### src/rtl/led_matrix_pwm_scanner_top_assert.svh
// Assertion macros used by the LED matrix scanner sequencer.
`ifndef LED_MATRIX_PWM_SCANNER_TOP_ASSERT_SVH
`define LED_MATRIX_PWM_SCANNER_TOP_ASSERT_SVH
`ifndef SYNTHESIS
// Same-cycle implication, sampled on clk and disabled during reset.
`define LMPS_ASSERT_IMP(lbl, ante, cons, msg) \
	lbl: assert property (@(posedge clk) disable iff (!arst_n) (ante) |-> (cons)) \
		else $error(msg);
// Next-cycle implication, sampled on clk and disabled during reset.
`define LMPS_ASSERT_NXT(lbl, ante, cons, msg) \
	lbl: assert property (@(posedge clk) disable iff (!arst_n) (ante) |=> (cons)) \
		else $error(msg);
`else
`define LMPS_ASSERT_IMP(lbl, ante, cons, msg)
`define LMPS_ASSERT_NXT(lbl, ante, cons, msg)
`endif
`endif

### src/rtl/lmps_pkg.sv
// Shared types and constants of the LED matrix scanner.
package lmps_pkg;

	localparam int LED_W       = 7;
	localparam int LEVEL_W     = 3;
	localparam int COL_W       = 3;
	localparam int ROW_BITS    = 16;
	localparam int ROW_IW      = 4;
	localparam int STORE_DEPTH = 128;
	localparam int STORE_AW    = 7;
	localparam int SCAN_AW     = STORE_AW + 1;

	localparam logic CMD_STORE = 1'b0;
	localparam logic CMD_TICK  = 1'b1;

	localparam logic [1:0] PH_PWM    = 2'd0;
	localparam logic [1:0] PH_BLANK  = 2'd1;
	localparam logic [1:0] PH_COLUMN = 2'd2;

	typedef enum logic [1:0] {
		ST_IDLE,
		ST_SCAN,
		ST_FINISH,
		ST_DONE
	} lmps_state_t;

	typedef struct packed {
		logic               command;
		logic [LED_W-1:0]   led;
		logic [LEVEL_W-1:0] level;
	} lmps_in_t;

	typedef struct packed {
		logic [COL_W-1:0]    column_address;
		logic [ROW_BITS-1:0] row_drive;
		logic                blanking;
	} lmps_out_t;

	typedef struct packed {
		logic                wr_en;
		logic [STORE_AW-1:0] wr_addr;
		logic [LEVEL_W-1:0]  wr_level;
		logic                rd_en;
		logic [STORE_AW-1:0] rd_addr;
	} lmps_store_req_t;

endpackage

### src/rtl/lmps_store.sv
// Brightness store: one write port, one registered read port, valid bits for reset.
module lmps_store import lmps_pkg::*; (
	input  logic                clk,
	input  logic                arst_n,
	input  lmps_store_req_t     req,
	output logic [LEVEL_W-1:0]  rd_level
);

	logic [LEVEL_W-1:0]     mem_q [STORE_DEPTH];
	logic [STORE_DEPTH-1:0] vld_q;
	logic [LEVEL_W-1:0]     rd_data_q;
	logic                   rd_vld_q;

	always_ff @(posedge clk) begin
		if (req.wr_en) begin
			mem_q[req.wr_addr] <= req.wr_level;
		end
		if (req.rd_en) begin
			rd_data_q <= mem_q[req.rd_addr];
		end
	end

	// An entry never written since reset reads as level zero.
	always_ff @(posedge clk or negedge arst_n) begin
		if (!arst_n) begin
			vld_q    <= '0;
			rd_vld_q <= 1'b0;
		end else begin
			if (req.wr_en) begin
				vld_q[req.wr_addr] <= 1'b1;
			end
			if (req.rd_en) begin
				rd_vld_q <= vld_q[req.rd_addr];
			end
		end
	end

	assign rd_level = rd_vld_q ? rd_data_q : '0;

endmodule

### src/rtl/lmps_seq.sv
// Scan sequencer with the shared level comparator that builds one column's row word.
`include "led_matrix_pwm_scanner_top_assert.svh"
module lmps_seq import lmps_pkg::*; #(
	parameter int COLUMNS = 8,
	parameter int ROWS    = 16,
	parameter int LEVELS  = 4
) (
	input  logic               clk,
	input  logic               arst_n,
	input  logic               req_valid,
	input  lmps_in_t           req,
	output logic               req_ready,
	input  logic               out_free,
	output logic               res_load,
	output lmps_out_t          res,
	output lmps_store_req_t    store_req,
	input  logic [LEVEL_W-1:0] store_level
);

	localparam int MATRIX = COLUMNS * ROWS;
	localparam int LIMIT  = (MATRIX < STORE_DEPTH) ? MATRIX : STORE_DEPTH;
	localparam int NROWS  = (ROWS < ROW_BITS) ? ROWS : ROW_BITS;

	lmps_state_t         state_q, state_d;
	logic [1:0]          phase_q;
	logic [LEVEL_W-1:0]  step_q;
	logic [COL_W-1:0]    col_q;
	logic [ROW_BITS-1:0] rows_q;
	logic                blank_q;
	logic [SCAN_AW-1:0]  addr_q;
	logic [ROW_IW-1:0]   row_q;
	logic                rd_v_s1;
	logic                rd_hit_s1;
	logic [ROW_IW-1:0]   rd_row_s1;

	logic               accept;
	logic               tick;
	logic               scan_issue;
	logic [COL_W:0]     col_inc;
	logic [COL_W-1:0]   col_wrap;
	logic [LEVEL_W-1:0] step_inc;
	logic [LEVEL_W-1:0] level_clamp;

	assign accept   = req_valid & req_ready;
	assign tick     = accept & (req.command == CMD_TICK);
	assign col_inc  = {1'b0, col_q} + (COL_W+1)'(1);
	assign col_wrap = (col_inc >= (COL_W+1)'(COLUMNS)) ? '0 : col_inc[COL_W-1:0];
	assign step_inc = step_q + LEVEL_W'(1);

	always_comb begin
		if ({1'b0, req.level} > (LEVEL_W+1)'(LEVELS)) begin
			level_clamp = LEVEL_W'(LEVELS);
		end else begin
			level_clamp = req.level;
		end
	end

	always_comb begin
		state_d = state_q;
		unique case (state_q)
			ST_IDLE: begin
				if (tick) begin
					state_d = (phase_q == PH_BLANK) ? ST_DONE : ST_SCAN;
				end
			end
			ST_SCAN: begin
				if (row_q == ROW_IW'(NROWS - 1)) begin
					state_d = ST_FINISH;
				end
			end
			ST_FINISH: state_d = ST_DONE;
			ST_DONE: begin
				if (out_free) begin
					state_d = ST_IDLE;
				end
			end
			default: state_d = ST_IDLE;
		endcase
	end

	always_comb begin
		req_ready  = 1'b0;
		scan_issue = 1'b0;
		res_load   = 1'b0;
		unique case (state_q)
			ST_IDLE:   req_ready  = 1'b1;
			ST_SCAN:   scan_issue = 1'b1;
			ST_FINISH: ;
			ST_DONE:   res_load   = out_free;
			default:   ;
		endcase
	end

	always_comb begin
		store_req.wr_en    = accept && (req.command == CMD_STORE)
			&& ({1'b0, req.led} < SCAN_AW'(LIMIT));
		store_req.wr_addr  = req.led;
		store_req.wr_level = level_clamp;
		store_req.rd_en    = scan_issue;
		store_req.rd_addr  = addr_q[STORE_AW-1:0];
	end

	always_ff @(posedge clk or negedge arst_n) begin
		if (!arst_n) begin
			state_q   <= ST_IDLE;
			phase_q   <= PH_PWM;
			step_q    <= '0;
			col_q     <= '0;
			rows_q    <= '0;
			blank_q   <= 1'b0;
			addr_q    <= '0;
			row_q     <= '0;
			rd_v_s1   <= 1'b0;
			rd_hit_s1 <= 1'b0;
			rd_row_s1 <= '0;
		end else begin
			state_q <= state_d;
			rd_v_s1 <= scan_issue;
			if (tick) begin
				rows_q  <= '0;
				blank_q <= 1'b0;
				row_q   <= '0;
				unique case (phase_q)
					PH_BLANK: begin
						step_q  <= '0;
						phase_q <= PH_COLUMN;
						blank_q <= 1'b1;
					end
					PH_COLUMN: begin
						col_q   <= col_wrap;
						phase_q <= PH_PWM;
						addr_q  <= SCAN_AW'(col_wrap);
					end
					default: begin
						// The unused fourth phase behaves as the PWM phase.
						step_q <= step_inc;
						if (step_inc >= LEVEL_W'(LEVELS - 1)) begin
							phase_q <= PH_BLANK;
						end
						addr_q <= SCAN_AW'(col_q);
					end
				endcase
			end
			if (scan_issue) begin
				rd_hit_s1 <= addr_q < SCAN_AW'(LIMIT);
				rd_row_s1 <= row_q;
				addr_q    <= addr_q + SCAN_AW'(COLUMNS);
				row_q     <= row_q + ROW_IW'(1);
			end
			// Shared comparator: one row per cycle, in the cycle after that row's read is issued.
			if (rd_v_s1 && rd_hit_s1 && (step_q < store_level)) begin
				rows_q[rd_row_s1] <= 1'b1;
			end
		end
	end

	assign res.column_address = col_q;
	assign res.row_drive      = rows_q;
	assign res.blanking       = blank_q;

	`LMPS_ASSERT_NXT(a_blank_tick_done, tick && (phase_q == PH_BLANK), (state_q == ST_DONE) && blank_q && (rows_q == '0), "blanking tick did not produce an all-off result")
	`LMPS_ASSERT_IMP(a_no_write_busy, state_q != ST_IDLE, !store_req.wr_en, "store written during a scan")
	`LMPS_ASSERT_IMP(a_step_range, state_q == ST_SCAN, step_q <= LEVEL_W'(LEVELS - 1), "pwm step out of range during scan")

endmodule

### src/rtl/led_matrix_pwm_scanner_top.sv
// Top level of the multiplexed LED matrix scanner with brightness PWM.
// The req channel carries one beat per command: a store beat writes the brightness
// level of one LED (clamped to LEVELS, ignored beyond the matrix), a tick beat steps
// the scan through its PWM, blanking and column phases.
// The rsp channel carries one beat per tick: the active column, the row word and
// the blanking flag. Store beats produce no rsp beat.
// A PWM or column tick walks the rows of the active column through one shared level
// comparator, reading the brightness memory at one row per cycle; that single memory
// read port sets how long the tick occupies the block. A blanking tick skips the walk.
// The block takes one beat at a time: req_ready is high only while it is idle.
// The result sits in an output register, so while rsp is stalled the block still
// accepts new beats; a tick that finishes while the register is full waits for it.
// Reset clears the scan phase, step and column and marks every stored level as zero
// through per-entry valid bits, with no clearing pass; req_ready is high right after.
module led_matrix_pwm_scanner_top import lmps_pkg::*; #(
	parameter int COLUMNS = 8,
	parameter int ROWS    = 16,
	parameter int LEVELS  = 4
) (
	input  logic      clk,
	input  logic      arst_n,
	input  logic      req_valid,
	output logic      req_ready,
	input  lmps_in_t  req,
	output logic      rsp_valid,
	input  logic      rsp_ready,
	output lmps_out_t rsp
);

	lmps_store_req_t    store_req;
	logic [LEVEL_W-1:0] store_level;
	logic               out_free;
	logic               res_load;
	lmps_out_t          res;
	logic               rsp_valid_q;
	lmps_out_t          rsp_q;

	// The sequencer may hand over a result whenever the output register is empty
	// or is being emptied in this cycle.
	assign out_free = !rsp_valid_q || rsp_ready;

	lmps_seq #(
		.COLUMNS (COLUMNS),
		.ROWS    (ROWS),
		.LEVELS  (LEVELS)
	) u_seq (
		.clk         (clk),
		.arst_n      (arst_n),
		.req_valid   (req_valid),
		.req         (req),
		.req_ready   (req_ready),
		.out_free    (out_free),
		.res_load    (res_load),
		.res         (res),
		.store_req   (store_req),
		.store_level (store_level)
	);

	lmps_store u_store (
		.clk      (clk),
		.arst_n   (arst_n),
		.req      (store_req),
		.rd_level (store_level)
	);

	// Output register: valid is control state, the payload needs no reset.
	always_ff @(posedge clk or negedge arst_n) begin
		if (!arst_n) begin
			rsp_valid_q <= 1'b0;
		end else if (res_load) begin
			rsp_valid_q <= 1'b1;
		end else if (rsp_ready) begin
			rsp_valid_q <= 1'b0;
		end
	end

	always_ff @(posedge clk) begin
		if (res_load) begin
			rsp_q <= res;
		end
	end

	assign rsp_valid = rsp_valid_q;
	assign rsp       = rsp_q;

endmodule
### config.mk
export PLATFORM = sky130hd
export DESIGN_NAME = led_matrix_pwm_scanner_top
export DESIGN_NICKNAME = d
export VERILOG_FILES = /design/src/rtl/lmps_pkg.sv /design/src/rtl/lmps_store.sv /design/src/rtl/lmps_seq.sv /design/src/rtl/led_matrix_pwm_scanner_top.sv
export VERILOG_INCLUDE_DIRS = /design/src /design/src/rtl
export SDC_FILE = /design/constraint.sdc
export NUM_CORES = 1
export LEC_CHECK = 0
export ABC_AREA = 1
export BUFFER_PORTS_ARGS = -buffer_cell sky130_fd_sc_hd__buf_2
export CAP_MARGIN = 25
export CORE_MARGIN = 3
export CORE_UTILIZATION = 60
export CTS_CLUSTER_DIAMETER = 100
export DETAILED_ROUTE_END_ITERATION = 8
export GPL_TIMING_DRIVEN = 0
export PLACE_DENSITY = 0.76
export REMOVE_ABC_BUFFERS = 1
export SYNTH_ARGS = -nofsm -noshare
export SYNTH_HDL_FRONTEND = slang
export SYNTH_SLANG_ARGS = --single-unit
### constraint.sdc
create_clock -name clk -period 3.1 [get_ports clk]
set_clock_uncertainty 0.15 [all_clocks]
set_input_delay 0.62 -clock clk [delete_from_list [all_inputs] [get_ports clk]]
set_output_delay 0.62 -clock clk [all_outputs]
set_load 0.05 [all_outputs]
* Word-level counts from Yosys, hierarchy flattened
Memory sizes are Yosys's and may differ from the RTL's. A register that Yosys moved wholly into a read port is not among the register bits.
Cells that the tools add are included.
Widths: inputs -> output; s select.
** Storage, ports and cells
- Flip-flop bits (word level) :: 195
- RAM bits :: 384
- Bits of input ports :: 15
- Output and inout bits :: 22
- Logic and storage cells :: 96
- Memories kept :: 1
** Memories
- u_store.mem_q :: depth 128, width 3, read ports 1, clocked after memory_dff 1, write ports 1, RTL line lmps_store.sv:9 : logic [LEVEL_W-1:0] mem_q [STORE_DEPTH];
** Operators by class
- Add/sub/neg operators :: 4
- Order comparisons :: 10
- Equality and inequality tests :: 10
- Mux-type cells :: 32
- Bitwise logic cells :: 6
- Reductions and logical operators :: 16
** Operators by type and width (count)
- $or 128x128->128 :: 1
- $mux 16 :: 2
- $lt 7x8->1 const B :: 2
- $mux 8 :: 2
- $or 16x16->16 :: 1
- $pmux 8 s2 :: 1
- $mux 1 :: 11
- $mux 2 :: 5
- $mux 3 :: 3
- $add 8x4->8 const B :: 1
- $lt 8x8->1 const B :: 1
- $mux 4 :: 2
- $ne 2x1->1 const B :: 4
- $pmux 2 s4 :: 1
- $reduce_and 2->1 :: 4
- $bmux 1 s7 :: 1
- $demux 1 s7 :: 1
- $ge 7x1->1 const B :: 1
- $eq 2x2->1 const B :: 3
- $pmux 3 s2 :: 1
- $logic_and 1x1->1 :: 5
- $lt 4x5->1 const B :: 1
- $add 3x1->4 const B :: 1
- $add 4x1->4 const B :: 1
- 18 further kinds :: 22

* Logic depth before layout (Yosys ltp)
- Word-level depth :: 7
- Gate-level depth with buffers :: 14
- Gate-level depth less buffers :: 12

* Modules after synthesis
A second synthesis with hierarchy kept.
** Second synthesis, totals
- Cells, all modules :: 2287
- Area total of the unflattened synthesis :: 24509.8 sq um
** By module, submodules not included
- lmps_store :: instances 1, cells each 1986, area an instance 21489.4 sq um, seq. area each 14849.2 sq um
- lmps_seq :: instances 1, cells each 276, area an instance 2374.8 sq um, seq. area each 1126.1 sq um
- led_matrix_pwm_scanner_top :: instances 1, cells each 25, area an instance 645.6 sq um, seq. area each 625.6 sq um

* Worst setup path before layout
OpenSTA, ideal clock, no wires.
- Path kind :: input -> register
- Start point :: input port req[0] (netlist bit)
- End point :: memory u_store.mem_q[0][0], data pin
- Library setup time :: 0.798 ns
- Arrival :: 3.783 ns
- Required time :: 2.152 ns
- Path slack :: -1.631 ns
- Stages :: 2
- Buffers on the path :: 0
- Cell sequence :: o21a_1 -> nor2_1
** RTL lines
- from (decl) :: RTL line led_matrix_pwm_scanner_top.sv:24 : input lmps_in_t req,
- to (decl) :: RTL line lmps_store.sv:9

==> out/metrics.yaml <==
outcome:
  run_status: "complete, no violations"
finish:
  n_antenna_cell: 0
  fin_util_pct: 68.41
  area_growth_pct: 12.25
  finalNonFillerCells: 2839
  nets: 2296
  fill_cells: 2769
  layout-drive-gt1-share_pct: 10.54
critical_path:
  crit_type: "flop to flop"
  crit_path_end: "u_store.rd_data_q[1]$_DFFE_PP_"
  ff2ff_setup_slack_ns: 0.13
  worstSetupEndpointType: "flop"
  cp.arrival_ns: 3.19
  cp-startpoint: "u_seq.addr_q[0]$_DFFE_PN0P_"
  rr_worst_depth: 12
  start_kind: "flop"
  r2r_end: "u_store.rd_data_q[1]$_DFFE_PP_"
  required_ns: 3.32
  r2r-start: "u_seq.addr_q[0]$_DFFE_PN0P_"
  cp_max_fo: 58
grt:
  grt_pass1_wl_um: 92070
  grt_start_max_net_pins: 90
  overflow: 0
  first_global_vias: 17050
  antenna_found_initial: 0
  grt_util_all_layers_pct: 27.17
sta:
  rsz0062_at_grt: "false"
  slew_headroom_pct: 36.52
  finalSetupViolations: 0
  max_clock_freq_mhz: 336.7
  fin_crit_ns: 2.970
  worstMarginPinSlew_ns: 0.9488
  whs_ns: 0.1249
  fin_crit_sh_pct: 95.81
  slew_viol_final: 0
  hold_violations: 0
die:
  io_pins: 37
  initial_core_util_pct: 60.94
  rows: 73
  die_w_um: 207.4
  die_y_um: 207.4
  core_mm2: 0.03991
  die_area_mm2: 0.04300
logic_synthesis:
  syn_inst: 2271
  async_reset_ff_share_pct: 30.07
  avgSynthCellArea_um2: 10.71
  ys_ff_latch: 582
  syn_area_mm2: 0.02433
  synth_top_area_share_pct: 50.24
  synth_common_cells: "edfxtp_1, nand2_1, nor2_1"
  ys_types: 34
  synthTopCellsByArea: "edfxtp_1, dfrtp_1, nand2_1"
  synth_ff_type: "edfxtp_1"
  synth-edff-count: 407
  synth_top_cell_by_area: "edfxtp_1"
  yosysSeqAreaShare_pct: 68.24
  yosysWarnings: 0
place:
  dp.cells: 2715
  hpwl_um: 31860
  numPortBuffers: 36
  routabilityCongestion: 0.7884
power:
  powerDensity_mw_per_mm2: 881.6
  irDropWorstVdd_uv: 539.9
  p_leak_nw: 10.73
  total_power_w: 0.02407
drt:
  wl_met3_um: 5599
  totalWireLength_um: 60600
  initialDrtViolationCount: 1908
  met1_length_um: 23430
  routedWlPerCell_um: 21.34
  route.detailed.drc: 0
  wl_met2_um: 29040
  via_per_inst: 6.062
  antenna_left: 0
  num_vias: 17210
  maxUsedRoutingLayer: "met4"
  dr.pass1.iters: 7
cts:
  htreeDepth: 2
  cts_buffer_depth: 3
  cts_buffers: 56
  cts_tree: "yes"
  clkTransAtPathRegs_ns: 0.07
  cts_root_buf: "clkbuf_16"
  cts_sinks: 582
  clk_latency_ns: 0.62
worst_hold_path:
  min_from: "rsp_ready"
  hold_class: "input port to flop"
job:
  maxCapViolations: 0
area by class of cell:
| class | instances | area, µm² | area share (%) |
|---|---|---|---|
| well taps | 525 | 656.9 | 2.406 |
| flip-flops and latches | 582 | 16610 | 60.84 |
| clock inverters | 35 | 330.3 | 1.210 |
| repair inverters | 2 | 20.02 | 0.07331 |
| clock buffers | 70 | 1515 | 5.549 |
| inverters | 105 | 439.2 | 1.608 |
| repair buffers | 74 | 1025 | 3.753 |
| multi-input cells | 1446 | 6706 | 24.56 |
flip-flops by register name (all words and copies together), names as in the netlist, 3 cells and up:
register / count
u_store.mem_q: 384
u_store.vld_q: 128
rsp: 20
u_seq.rows_q: 16
u_seq.addr_q: 8
u_seq.rd_row_s1: 4
u_seq.row_q: 4
u_seq.col_q: 3
u_seq.step_q: 3
u_store.rd_data_q: 3
stage by stage:
step	instance area (µm²)	setup WS (ns)	setup TNS (ns)
after global routing	27310	0.03601	0
after floorplan	23660	-5.851	-447.09
after global placement	24490	-12.51	-2181.72
final	27310	0.1297	0
after detailed placement	25050	-0.8587	-3.011
after CTS	27110	0.0002172	0
critical path, stage by stage, from the launching register on:
cell and delay [ns]:
dfrtp_4 0.46, buf_16 0.18, buf_16 0.20, clkinv_16 0.13
bufbuf_16 0.38, nor2_1 0.13, nor2_1 0.06, o31ai_1 0.35
nand2_1 0.21, nor2_1 0.14, nor2_1 0.09, nor2_1 0.12
nor2_1 0.06
where the power goes:
group,total (W),switching (W),leakage (nW),internal (W)
logic,0.00789,0.00536,4.09,0.00253
registers,0.00935,0.000493,5.74,0.00885
clock network,0.00683,0.00288,0.906,0.00396
timing repair:
item | 4_1_cts | 5_1_grt
buffers inserted | 4 | 3
resized for setup | 10 | 4
hold buffers | 1 | 0
hold endpoints to repair | 86 | 0
endpoints found under the setup margin | 7 | 4
cloned | 4 | 6
placed cells by master, fill, tap and decap left out, drive strengths merged, types with 2 or more instances in the layout:
cell type / Yosys / layout
a21oi: 36 / 36
buf: 72 / 65
bufbuf: 0 / 3
bufinv: 0 / 6
clkbuf: 66 / 75
clkinv: 4 / 31
clkinvlp: 0 / 2
dfrtp: 175 / 175
edfxtp: 407 / 407
ha: 14 / 14
inv: 101 / 103
nand2: 407 / 407
nand3: 234 / 234
nor2: 362 / 362
nor3: 2 / 2
o211ai: 49 / 49
o21ai: 250 / 250
o22ai: 7 / 7
o31ai: 7 / 7
or2: 63 / 63
xnor2: 2 / 2
xor2: 3 / 3
metal layers:
metal  vias up  global-route usage (%)
met5         -                       0
met3       173                   4.760
met4         0                   12.13
li1       7765                       -
met1      8410                   35.40
met2       862                   45.28
worst min path at each step:
stage	end	cells past startpoint
after CTS	rsp_valid$_DFFE_PN0P_	4
final	rsp_valid$_DFFE_PN0P_	4
after global placement	rsp[14]$_DFFE_PP_	0
after floorplan	rsp_valid$_DFFE_PN0P_	0
after detailed placement	rsp[14]$_DFFE_PP_	0
after global routing	rsp_valid$_DFFE_PN0P_	4
cells by family (layout without fill, tap and decap cells):
logic type	count (synthesis)	count (layout)	share of synthesized area, %
compound gates	356	356	8.019
xor+xnor	5	5	0.1801
fa+ha+maj	14	14	0.7201
buf+inv	243	286	4.377
flops	582	582	68.24
mux	2	2	0.08744
simple gates	1069	1069	18.37
Power figures use the tool's default switching activity.
